## src/rtl/lrgd_pkg.sv

```systemverilog
// Shared types, constants and helpers for the gradient descent regression block.
package lrgd_pkg;

    localparam int MAX_SAMPLES  = 1024;
    localparam int MAX_FEATURES = 8;
    localparam int ROW_W        = $clog2(MAX_SAMPLES);
    localparam int CNT_W        = ROW_W + 1;
    localparam int COL_W        = 3;
    localparam int CIDX_W       = 4;
    localparam int FIU_W        = 4;
    localparam logic signed [63:0] GCLAMP = 64'sh3FFF_FFFF_FFFF_FFFF;

    typedef logic signed [31:0] t_word;

    typedef enum logic [1:0] {
        FUNC_LOAD    = 2'd0,
        FUNC_TRAIN   = 2'd1,
        FUNC_PREDICT = 2'd2,
        FUNC_CLEAR   = 2'd3
    } t_func;

    typedef enum logic [1:0] {
        KIND_COEF   = 2'd0,
        KIND_PRED   = 2'd1,
        KIND_REJECT = 2'd2
    } t_kind;

    typedef enum logic [1:0] {
        CFG_LR    = 2'd0,
        CFG_LIMIT = 2'd1,
        CFG_TOL   = 2'd2,
        CFG_FIU   = 2'd3
    } t_cfg_idx;

    typedef enum logic [1:0] {
        POP_NONE,
        POP_DOT,
        POP_GRAD
    } t_pop;

    typedef enum logic [1:0] {
        VSEL_COEF,
        VSEL_PRED,
        VSEL_ZERO
    } t_vsel;

    typedef struct packed {
        logic               load;
        logic               clear;
        logic               cap;
        logic               coef_clr;
        logic               epoch_init;
        logic               acc_init;
        t_pop               pop;
        logic               src_in;
        logic [COL_W-1:0]   col;
        logic [CIDX_W-1:0]  cidx;
        logic [ROW_W-1:0]   row;
        logic               err;
        logic               div_start;
        logic               upd_grad;
        logic               upd_mul;
        logic               upd_apply;
        logic               emit;
        t_kind              kind;
        logic               last;
        logic [15:0]        epochs;
        logic               conv;
        t_vsel              vsel;
    } t_dp_cmd;

    typedef struct packed {
        logic               full;
        logic               empty;
        logic               busy;
        logic               div_busy;
        logic               converged;
        logic               out_free;
        logic [CNT_W-1:0]   count;
    } t_dp_stat;

    function automatic t_word sat32(input logic signed [63:0] x);
        if (x > 64'sh0000_0000_7FFF_FFFF)
            return 32'sh7FFF_FFFF;
        if (x < -64'sh0000_0000_8000_0000)
            return -32'sh8000_0000;
        return x[31:0];
    endfunction

    function automatic logic [CIDX_W-1:0] used_features(input logic [FIU_W-1:0] fiu);
        if (fiu == '0)
            return CIDX_W'(1);
        if (fiu > FIU_W'(MAX_FEATURES))
            return CIDX_W'(MAX_FEATURES);
        return fiu;
    endfunction

endpackage

```

## src/rtl/lrgd_ctrl.sv

```systemverilog
// Controller: sequences loads, training epochs, coefficient updates and result emission.
module lrgd_ctrl (
    input  logic                 i_clk,
    input  logic                 i_rst_n,
    input  logic                 i_in_valid,
    input  lrgd_pkg::t_func      i_func,
    output logic                 o_in_ready,
    input  logic [15:0]          i_epoch_limit,
    input  logic [3:0]           i_fiu,
    input  lrgd_pkg::t_dp_stat   i_stat,
    output lrgd_pkg::t_dp_cmd    o_cmd
);
    typedef enum logic [4:0] {
        S_IDLE, S_T_INIT, S_E_START, S_R_INIT, S_R_DOT, S_R_DWAIT, S_R_ERR,
        S_R_GRAD, S_R_GWAIT, S_U_DIV, S_U_DWAIT, S_U_GRAD, S_U_MUL, S_U_APPLY,
        S_E_END, S_T_EMIT, S_P_INIT, S_P_DOT, S_P_WAIT, S_P_EMIT, S_REJ
    } t_state;

    t_state                       r_state;
    logic [lrgd_pkg::ROW_W-1:0]   r_row;
    logic [lrgd_pkg::COL_W-1:0]   r_col;
    logic [lrgd_pkg::CIDX_W-1:0]  r_k;
    logic [15:0]                  r_epoch;
    logic                         r_conv;

    logic [lrgd_pkg::CIDX_W-1:0]  n;
    logic [lrgd_pkg::COL_W-1:0]   col_last;
    logic                         accept;
    logic                         row_last;
    logic [15:0]                  n_epoch;

    assign n        = lrgd_pkg::used_features(i_fiu);
    assign col_last = lrgd_pkg::COL_W'(n - lrgd_pkg::CIDX_W'(1));
    assign accept   = i_in_valid && (r_state == S_IDLE);
    assign row_last = (lrgd_pkg::CNT_W'(r_row) + lrgd_pkg::CNT_W'(1)) == i_stat.count;
    assign n_epoch  = r_epoch + 16'd1;
    assign o_in_ready = r_state == S_IDLE;

    always_comb begin
        o_cmd        = '0;
        o_cmd.pop    = lrgd_pkg::POP_NONE;
        o_cmd.kind   = lrgd_pkg::KIND_COEF;
        o_cmd.vsel   = lrgd_pkg::VSEL_ZERO;
        o_cmd.col    = r_col;
        o_cmd.row    = r_row;
        o_cmd.cidx   = r_k;
        o_cmd.cap    = accept;
        o_cmd.load   = accept && i_func == lrgd_pkg::FUNC_LOAD && !i_stat.full;
        o_cmd.clear  = accept && i_func == lrgd_pkg::FUNC_CLEAR;
        case (r_state)
            S_T_INIT:  o_cmd.coef_clr   = 1'b1;
            S_E_START: o_cmd.epoch_init = 1'b1;
            S_R_INIT, S_P_INIT: o_cmd.acc_init = 1'b1;
            S_R_DOT, S_P_DOT: begin
                o_cmd.pop    = lrgd_pkg::POP_DOT;
                o_cmd.src_in = r_state == S_P_DOT;
                o_cmd.cidx   = lrgd_pkg::CIDX_W'(r_col) + lrgd_pkg::CIDX_W'(1);
            end
            S_R_ERR:   o_cmd.err       = 1'b1;
            S_R_GRAD:  o_cmd.pop       = lrgd_pkg::POP_GRAD;
            S_U_DIV:   o_cmd.div_start = 1'b1;
            S_U_GRAD:  o_cmd.upd_grad  = 1'b1;
            S_U_MUL:   o_cmd.upd_mul   = 1'b1;
            S_U_APPLY: o_cmd.upd_apply = 1'b1;
            S_T_EMIT: begin
                o_cmd.emit   = i_stat.out_free;
                o_cmd.vsel   = lrgd_pkg::VSEL_COEF;
                o_cmd.last   = r_k == n;
                o_cmd.epochs = r_epoch;
                o_cmd.conv   = r_conv;
            end
            S_P_EMIT: begin
                o_cmd.emit = i_stat.out_free;
                o_cmd.kind = lrgd_pkg::KIND_PRED;
                o_cmd.vsel = lrgd_pkg::VSEL_PRED;
                o_cmd.cidx = '0;
                o_cmd.last = 1'b1;
            end
            S_REJ: begin
                o_cmd.emit = i_stat.out_free;
                o_cmd.kind = lrgd_pkg::KIND_REJECT;
                o_cmd.cidx = '0;
                o_cmd.last = 1'b1;
            end
            default: ;
        endcase
    end

    always_ff @(posedge i_clk) begin
        if (!i_rst_n) begin
            r_state <= S_IDLE;
            r_row   <= '0;
            r_col   <= '0;
            r_k     <= '0;
            r_epoch <= '0;
            r_conv  <= 1'b0;
        end else begin
            case (r_state)
                S_IDLE: begin
                    r_col <= '0;
                    if (accept) begin
                        case (i_func)
                            lrgd_pkg::FUNC_LOAD:    if (i_stat.full) r_state <= S_REJ;
                            lrgd_pkg::FUNC_TRAIN:   r_state <= S_T_INIT;
                            lrgd_pkg::FUNC_PREDICT: r_state <= S_P_INIT;
                            default: ;
                        endcase
                    end
                end
                S_T_INIT: begin
                    r_epoch <= '0;
                    r_conv  <= 1'b0;
                    r_k     <= '0;
                    if (i_stat.empty || i_epoch_limit == '0)
                        r_state <= S_T_EMIT;
                    else
                        r_state <= S_E_START;
                end
                S_E_START: begin
                    r_row   <= '0;
                    r_state <= S_R_INIT;
                end
                S_R_INIT: begin
                    r_col   <= '0;
                    r_state <= S_R_DOT;
                end
                S_R_DOT: begin
                    r_col <= r_col + lrgd_pkg::COL_W'(1);
                    if (r_col == col_last)
                        r_state <= S_R_DWAIT;
                end
                S_R_DWAIT: if (!i_stat.busy) r_state <= S_R_ERR;
                S_R_ERR: begin
                    r_col   <= '0;
                    r_state <= S_R_GRAD;
                end
                S_R_GRAD: begin
                    r_col <= r_col + lrgd_pkg::COL_W'(1);
                    if (r_col == col_last)
                        r_state <= S_R_GWAIT;
                end
                S_R_GWAIT: begin
                    if (!i_stat.busy) begin
                        if (row_last) begin
                            r_k     <= '0;
                            r_state <= S_U_DIV;
                        end else begin
                            r_row   <= r_row + lrgd_pkg::ROW_W'(1);
                            r_state <= S_R_INIT;
                        end
                    end
                end
                S_U_DIV:   r_state <= S_U_DWAIT;
                S_U_DWAIT: if (!i_stat.div_busy) r_state <= S_U_GRAD;
                S_U_GRAD:  r_state <= S_U_MUL;
                S_U_MUL:   r_state <= S_U_APPLY;
                S_U_APPLY: begin
                    if (r_k == n) begin
                        r_state <= S_E_END;
                    end else begin
                        r_k     <= r_k + lrgd_pkg::CIDX_W'(1);
                        r_state <= S_U_DIV;
                    end
                end
                S_E_END: begin
                    r_epoch <= n_epoch;
                    if (i_stat.converged || n_epoch == i_epoch_limit) begin
                        r_conv  <= i_stat.converged;
                        r_k     <= '0;
                        r_state <= S_T_EMIT;
                    end else begin
                        r_state <= S_E_START;
                    end
                end
                S_T_EMIT: begin
                    if (i_stat.out_free) begin
                        r_k <= r_k + lrgd_pkg::CIDX_W'(1);
                        if (r_k == n)
                            r_state <= S_IDLE;
                    end
                end
                S_P_INIT: begin
                    r_col   <= '0;
                    r_state <= S_P_DOT;
                end
                S_P_DOT: begin
                    r_col <= r_col + lrgd_pkg::COL_W'(1);
                    if (r_col == col_last)
                        r_state <= S_P_WAIT;
                end
                S_P_WAIT: if (!i_stat.busy) r_state <= S_P_EMIT;
                S_P_EMIT, S_REJ: if (i_stat.out_free) r_state <= S_IDLE;
                default: r_state <= S_IDLE;
            endcase
        end
    end
endmodule
```

## config.mk

```make
export PLATFORM = sky130hd
export DESIGN_NAME = lrgd_ctrl
export DESIGN_NICKNAME = d
export VERILOG_FILES = /design/src/rtl/lrgd_pkg.sv /design/src/rtl/lrgd_ctrl.sv
export SDC_FILE = /design/constraint.sdc
export NUM_CORES = 1
export LEC_CHECK = 0
export ABC_AREA = 1
export BUFFER_PORTS_ARGS = -buffer_cell sky130_fd_sc_hd__buf_2
export CAP_MARGIN = 20
export CORE_MARGIN = 5
export CORE_UTILIZATION = 40
export DETAILED_ROUTE_END_ITERATION = 10
export PLACE_DENSITY = 0.65
export SLEW_MARGIN = 0
export SYNTH_ARGS = -nofsm -noshare
export SYNTH_HDL_FRONTEND = slang
export SYNTH_SLANG_ARGS = --single-unit
```

## constraint.sdc

```tcl
create_clock -name i_clk -period 2.9 [get_ports i_clk]
set_input_delay 0.435 -clock i_clk [delete_from_list [all_inputs] [get_ports i_clk]]
set_output_delay 0.435 -clock i_clk [all_outputs]
set_load 0.03 [all_outputs]
```

# == Word-level counts from Yosys, hierarchy flattened ==
# Cells that the tools add are included.
# classes
add_sub_neg,7
n_lt_le_gt_ge,1
n_eq_ne,44
n_mux,54
reduce_logical,25
# op_table
cell,count
5-bit case mux with 20 select lines,1
5-bit two-way mux,12
4-bit two-way mux,12
5-bit by 4-bit equality test with 1-bit output (second input constant),8
16-bit case mux with 2 select lines,1
5-bit equality test (second input constant),5
2-bit != test (second input constant),12
5-bit by 3-bit equality test with 1-bit output (second input constant),4
10-bit two-way mux,2
10-bit case mux with 2 select lines,1
4-bit case mux with 5 select lines,1
17-bit two-way mux,1
16-bit by 1-bit adder with 16-bit output (second input constant),1
16-bit equality test,1
16-bit logical NOT,1
5-bit case mux with 3 select lines,1
1-bit two-way mux,14
13-bit AND reduction,1
2-bit case mux with 2 select lines,3
10-bit by 1-bit adder with 11-bit output (second input constant),1
11-bit equality test,1
10-bit by 1-bit adder with 10-bit output (second input constant),1
5-bit by 2-bit equality test with 1-bit output (second input constant),2
4-bit case mux with 2 select lines,1
other kinds (30),43
# totals
register_bits,39
inputBits,42

# == Longest topological paths before layout ==
# logic_depth
ltp_word,9
mapped_depth,17
ltp_nobuf,17

# == Worst setup path after synthesis ==
# Ideal clock, no wire load.
# synth_timing
path_type,reg2out
start,register r_state[3]
end,output o_cmd[38] (netlist name)
t_arrival_ns,1.831
slack_ns,0.634
stages_incl_launch_ff,8
n_path_buf,0
path_cell_list,dfxtp_1 -> nor2_1 -> inv_1 -> nor2_1 -> nand2_1 -> inv_1 -> nor2_4 -> o21ai_0
# synth_lines
element,line,text
start: declaration,lrgd_ctrl.sv:19,t_state r_state;
start signal: assignment,lrgd_ctrl.sv:91,r_state <= S_IDLE;
start signal: assignment,lrgd_ctrl.sv:103,lrgd_pkg::FUNC_LOAD: if (i_stat.full) r_state <= S_REJ;
start signal: assignment,lrgd_ctrl.sv:104,lrgd_pkg::FUNC_TRAIN: r_state <= S_T_INIT;
end: declaration,lrgd_ctrl.sv:11,output lrgd_pkg::t_dp_cmd o_cmd

==> impl_metrics.csv <==
group,metric,value,unit
floorplanning,die_y,105,um
power,p_per_area,567,nW/um^2
routing,drtPass1Iterations,6,
sta,max_slew_margin,59.4,%
min_path,hold_depth,3,
worst_setup_path,start_kind,"flop",
cts,htreeDepth,2,
routing,drc_errors,0,
power,seqPwrFrac,29.6,%
floorplanning,io_pins,97,
grt,grt_pass1_vias,3953,
placement,io_buffers,96,
power,switching_share,51.6,%
routing,via_per_inst,5.21,
sta,setup_ws,359,ps
power,pwr-share-clk,15.5,%
final_layout,antenna_cells,0,
grt,grt_overflow,0,
floorplanning,row_count,34,
yosys,synth_seq_cells,39,
worst_setup_path,cp-startpoint,"r_state[4]",
sta,finalCritPeriodShare,87.6,%
power,power.switching,1.26,mW
sta,fin_tns_setup,0,ps
worst_setup_path,critical_path_class,"reg2out",
worst_setup_path,cp_max_fo,19,
cts,cts_sinks,39,
grt,antenna_found_initial,0,
power,intPower,1.18,mW
placement,gp_congestion,0.934,
min_path,worstHoldStart,"i_stat[12]",
worst_setup_path,crit_chain,"inv_2 -> nand3_1 -> nor2_1 -> clkinv_1 -> buf_4 -> o21ai_0 -> buf_2",
sta,slew_violations,0,
routing,drt_iter0_markers,317,
yosys,synth_cell_types,36,
cts,cts_tree,"built",
grt,grt_start_max_net_pins,21,
min_path,hold_end,"r_conv",
cts,cts_root_buf,"clkbuf_8",
cts,cts_hold_buf,0,
job,drv_cap,0,
yosys,ys_warn_count,0,
cts,clk_pin_slew,90,ps
sta,min_period,2540,ps
sta,finalClockSkew,11.2,ps
worst_setup_path,slowest_delay,390,ps
sta,hold_viol_final,0,
final_layout,fin_util,48.7,%
power,worst_ir_drop_vdd,0.362,mV
power,combPwrFrac,54.9,%
routing,vias,4435,
placement,hpwl,8770,um
placement,dpl-instance-area,4210,um^2
routing,wl_per_cell,13.1,um
cts,clock_latency,300,ps
floorplanning,dieWidth,105,um
final_layout,drive_gt1_share,17.6,%
placement,dp_slack,509,ps
yosys,synthCells,650,
grt,grt_use_total,19.7,%
sta,tightest_slew,609,ps
final_layout,final_area,4290,um^2
worst_setup_path,endpoint_kind,"output pin",
floorplanning,fp.coreArea,8810,um^2
sta,rsz0062_at_grt,"no",
routing,ant_nets,0,
grt,grt_pass1_wl,18500,um
floorplanning,start_util,41.3,%
worst_setup_path,r2r-end,"r_k[3]",
yosys,synth_seq_area_share,21.5,%
cts,post_cts_resize_count,0,
worst_setup_path,worstPathRequired,2470,ps
cts,max-clock-path-buffers,2,
cts,cts_buffers,5,
final_layout,syn_to_final_growth,18.1,%
yosys,syn_nets,701,
yosys,syn_area_per_cell,5.59,um^2
sta,setup-violations-final,0,
power,p_leak,2.12,nW
routing,drt-total-wl,11200,um
worst_setup_path,r2r-start,"r_row[0]",
outcome,outcome,"complete, no violations",
min_path,hp-class,"in2reg",
worst_setup_path,cp_slowest_cell,"dfxtp_1",
final_layout,fin_nets,794,
cts,cts_setup_buffers,0,
sta,fmax,394,MHz
floorplanning,die-area,11100,um^2
worst_setup_path,worst_ep_arrival_time,2110,ps
yosys,mappedNetlistArea,3630,um^2
worst_setup_path,r2r_setup_slack,480,ps
worst_setup_path,r2r_cells,15,
-- worst max-delay path by stage --
stage | slack, ps | endpoint | cells past startpoint
floorplan | 630 | o_cmd[38] | 7
global placement | 580 | r_k[3] | 14
detailed placement | 510 | r_k[3] | 15
CTS | 410 | o_cmd[19] | 7
global route | 110 | o_cmd[19] | 7
finish | 360 | o_cmd[19] | 7
-- cell usage after synthesis, drive strengths merged --
library cell | n | area share, %
clkinv | 1 | 0.10
clkbuf | 6 | 0.65
o22ai | 2 | 0.34
nor3 | 10 | 1.9
o21ai | 19 | 2.6
and3 | 1 | 0.17
or2 | 3 | 0.52
nand4 | 17 | 3.3
ha | 9 | 3.1
nand3b | 8 | 1.7
nor2 | 97 | 11
buf | 8 | 1.4
nor4 | 7 | 1.2
a221oi | 1 | 0.24
xor2 | 7 | 1.7
inv | 89 | 9.2
nand2 | 201 | 21
nand3 | 69 | 9.9
o21bai | 1 | 0.21
dfxtp | 39 | 21
a21oi | 48 | 6.6
xnor2 | 7 | 1.7
-- cell type report --
type | instances | area, um^2
clock buffer | 6 | 72.6
clock inverter | 2 | 12.5
fill | 936 | 4520
inverter | 90 | 338
multi-input combinational | 507 | 2440
sequential | 39 | 781
tap | 108 | 135
timing repair buffer | 100 | 510
-- power by group through the flow --
stage                     combinational [mW]  clock (mW)  sequential (mW)
after detailed placement                1.33           0            0.731
after global placement                  1.31           0            0.732
after floorplan                        0.945           0            0.781
final                                   1.34       0.378            0.721
after global routing                    1.49       0.413            0.737
after CTS                               1.33       0.390            0.719
-- per-layer routing --
metal  wire [um]  part of all wire (%)  GRT usage (%)
met5           0                     0              0
met1        5200                    47           27.6
met3         764                   6.9           3.00
met2        5040                    45           31.8
met4         138                   1.2           4.40
-- critical path: cells and delay by family (launching register included) --
family / cells / cell delay (ps)
AO/OA/AOI/OAI: 1 / 210
AND/OR/NAND/NOR: 2 / 470
flip-flops: 1 / 390
buffers and inverters: 4 / 740
-- cell usage in the layout, fill, tap and decap left out, types with 6 or more instances in the layout --
cell / netlist / layout
buf_2: 4 / 96
nor4_1: 7 / 7
nand2_1: 198 / 198
nand4_1: 16 / 16
o21ai_0: 16 / 16
nand3b_1: 8 / 8
dfxtp_1: 39 / 39
nand3_1: 66 / 66
nor2_1: 89 / 89
ha_1: 9 / 9
nor2_2: 6 / 6
nor3_1: 6 / 6
inv_1: 86 / 86
a21oi_1: 48 / 48
xnor2_1: 7 / 7
xor2_1: 7 / 7
-- cell families after synthesis --
kind of cell	after synthesis	synth area share [%]
simple gates	413	50.7
buf+inv	104	11.3
compound gates	71	10.0
flops	39	21.5
xor+xnor	14	3.37
fa+ha+maj	9	3.10
-- registers in the layout, indices dropped and copies added (netlist names) --
register,cells
r_epoch,16
r_k,4
r_state,5
r_col,3
r_conv,1
r_row,10
-- metrics by stage --
step                      std cells  power, mW  hold slack (ps)
after floorplan                 650       1.73              458
after global placement          844       2.04              476
after CTS                       852       2.44              424
after global routing            852       2.64              455
final                           852       2.43              443
after detailed placement        844       2.06              483
Power figures use the tool's default switching activity.
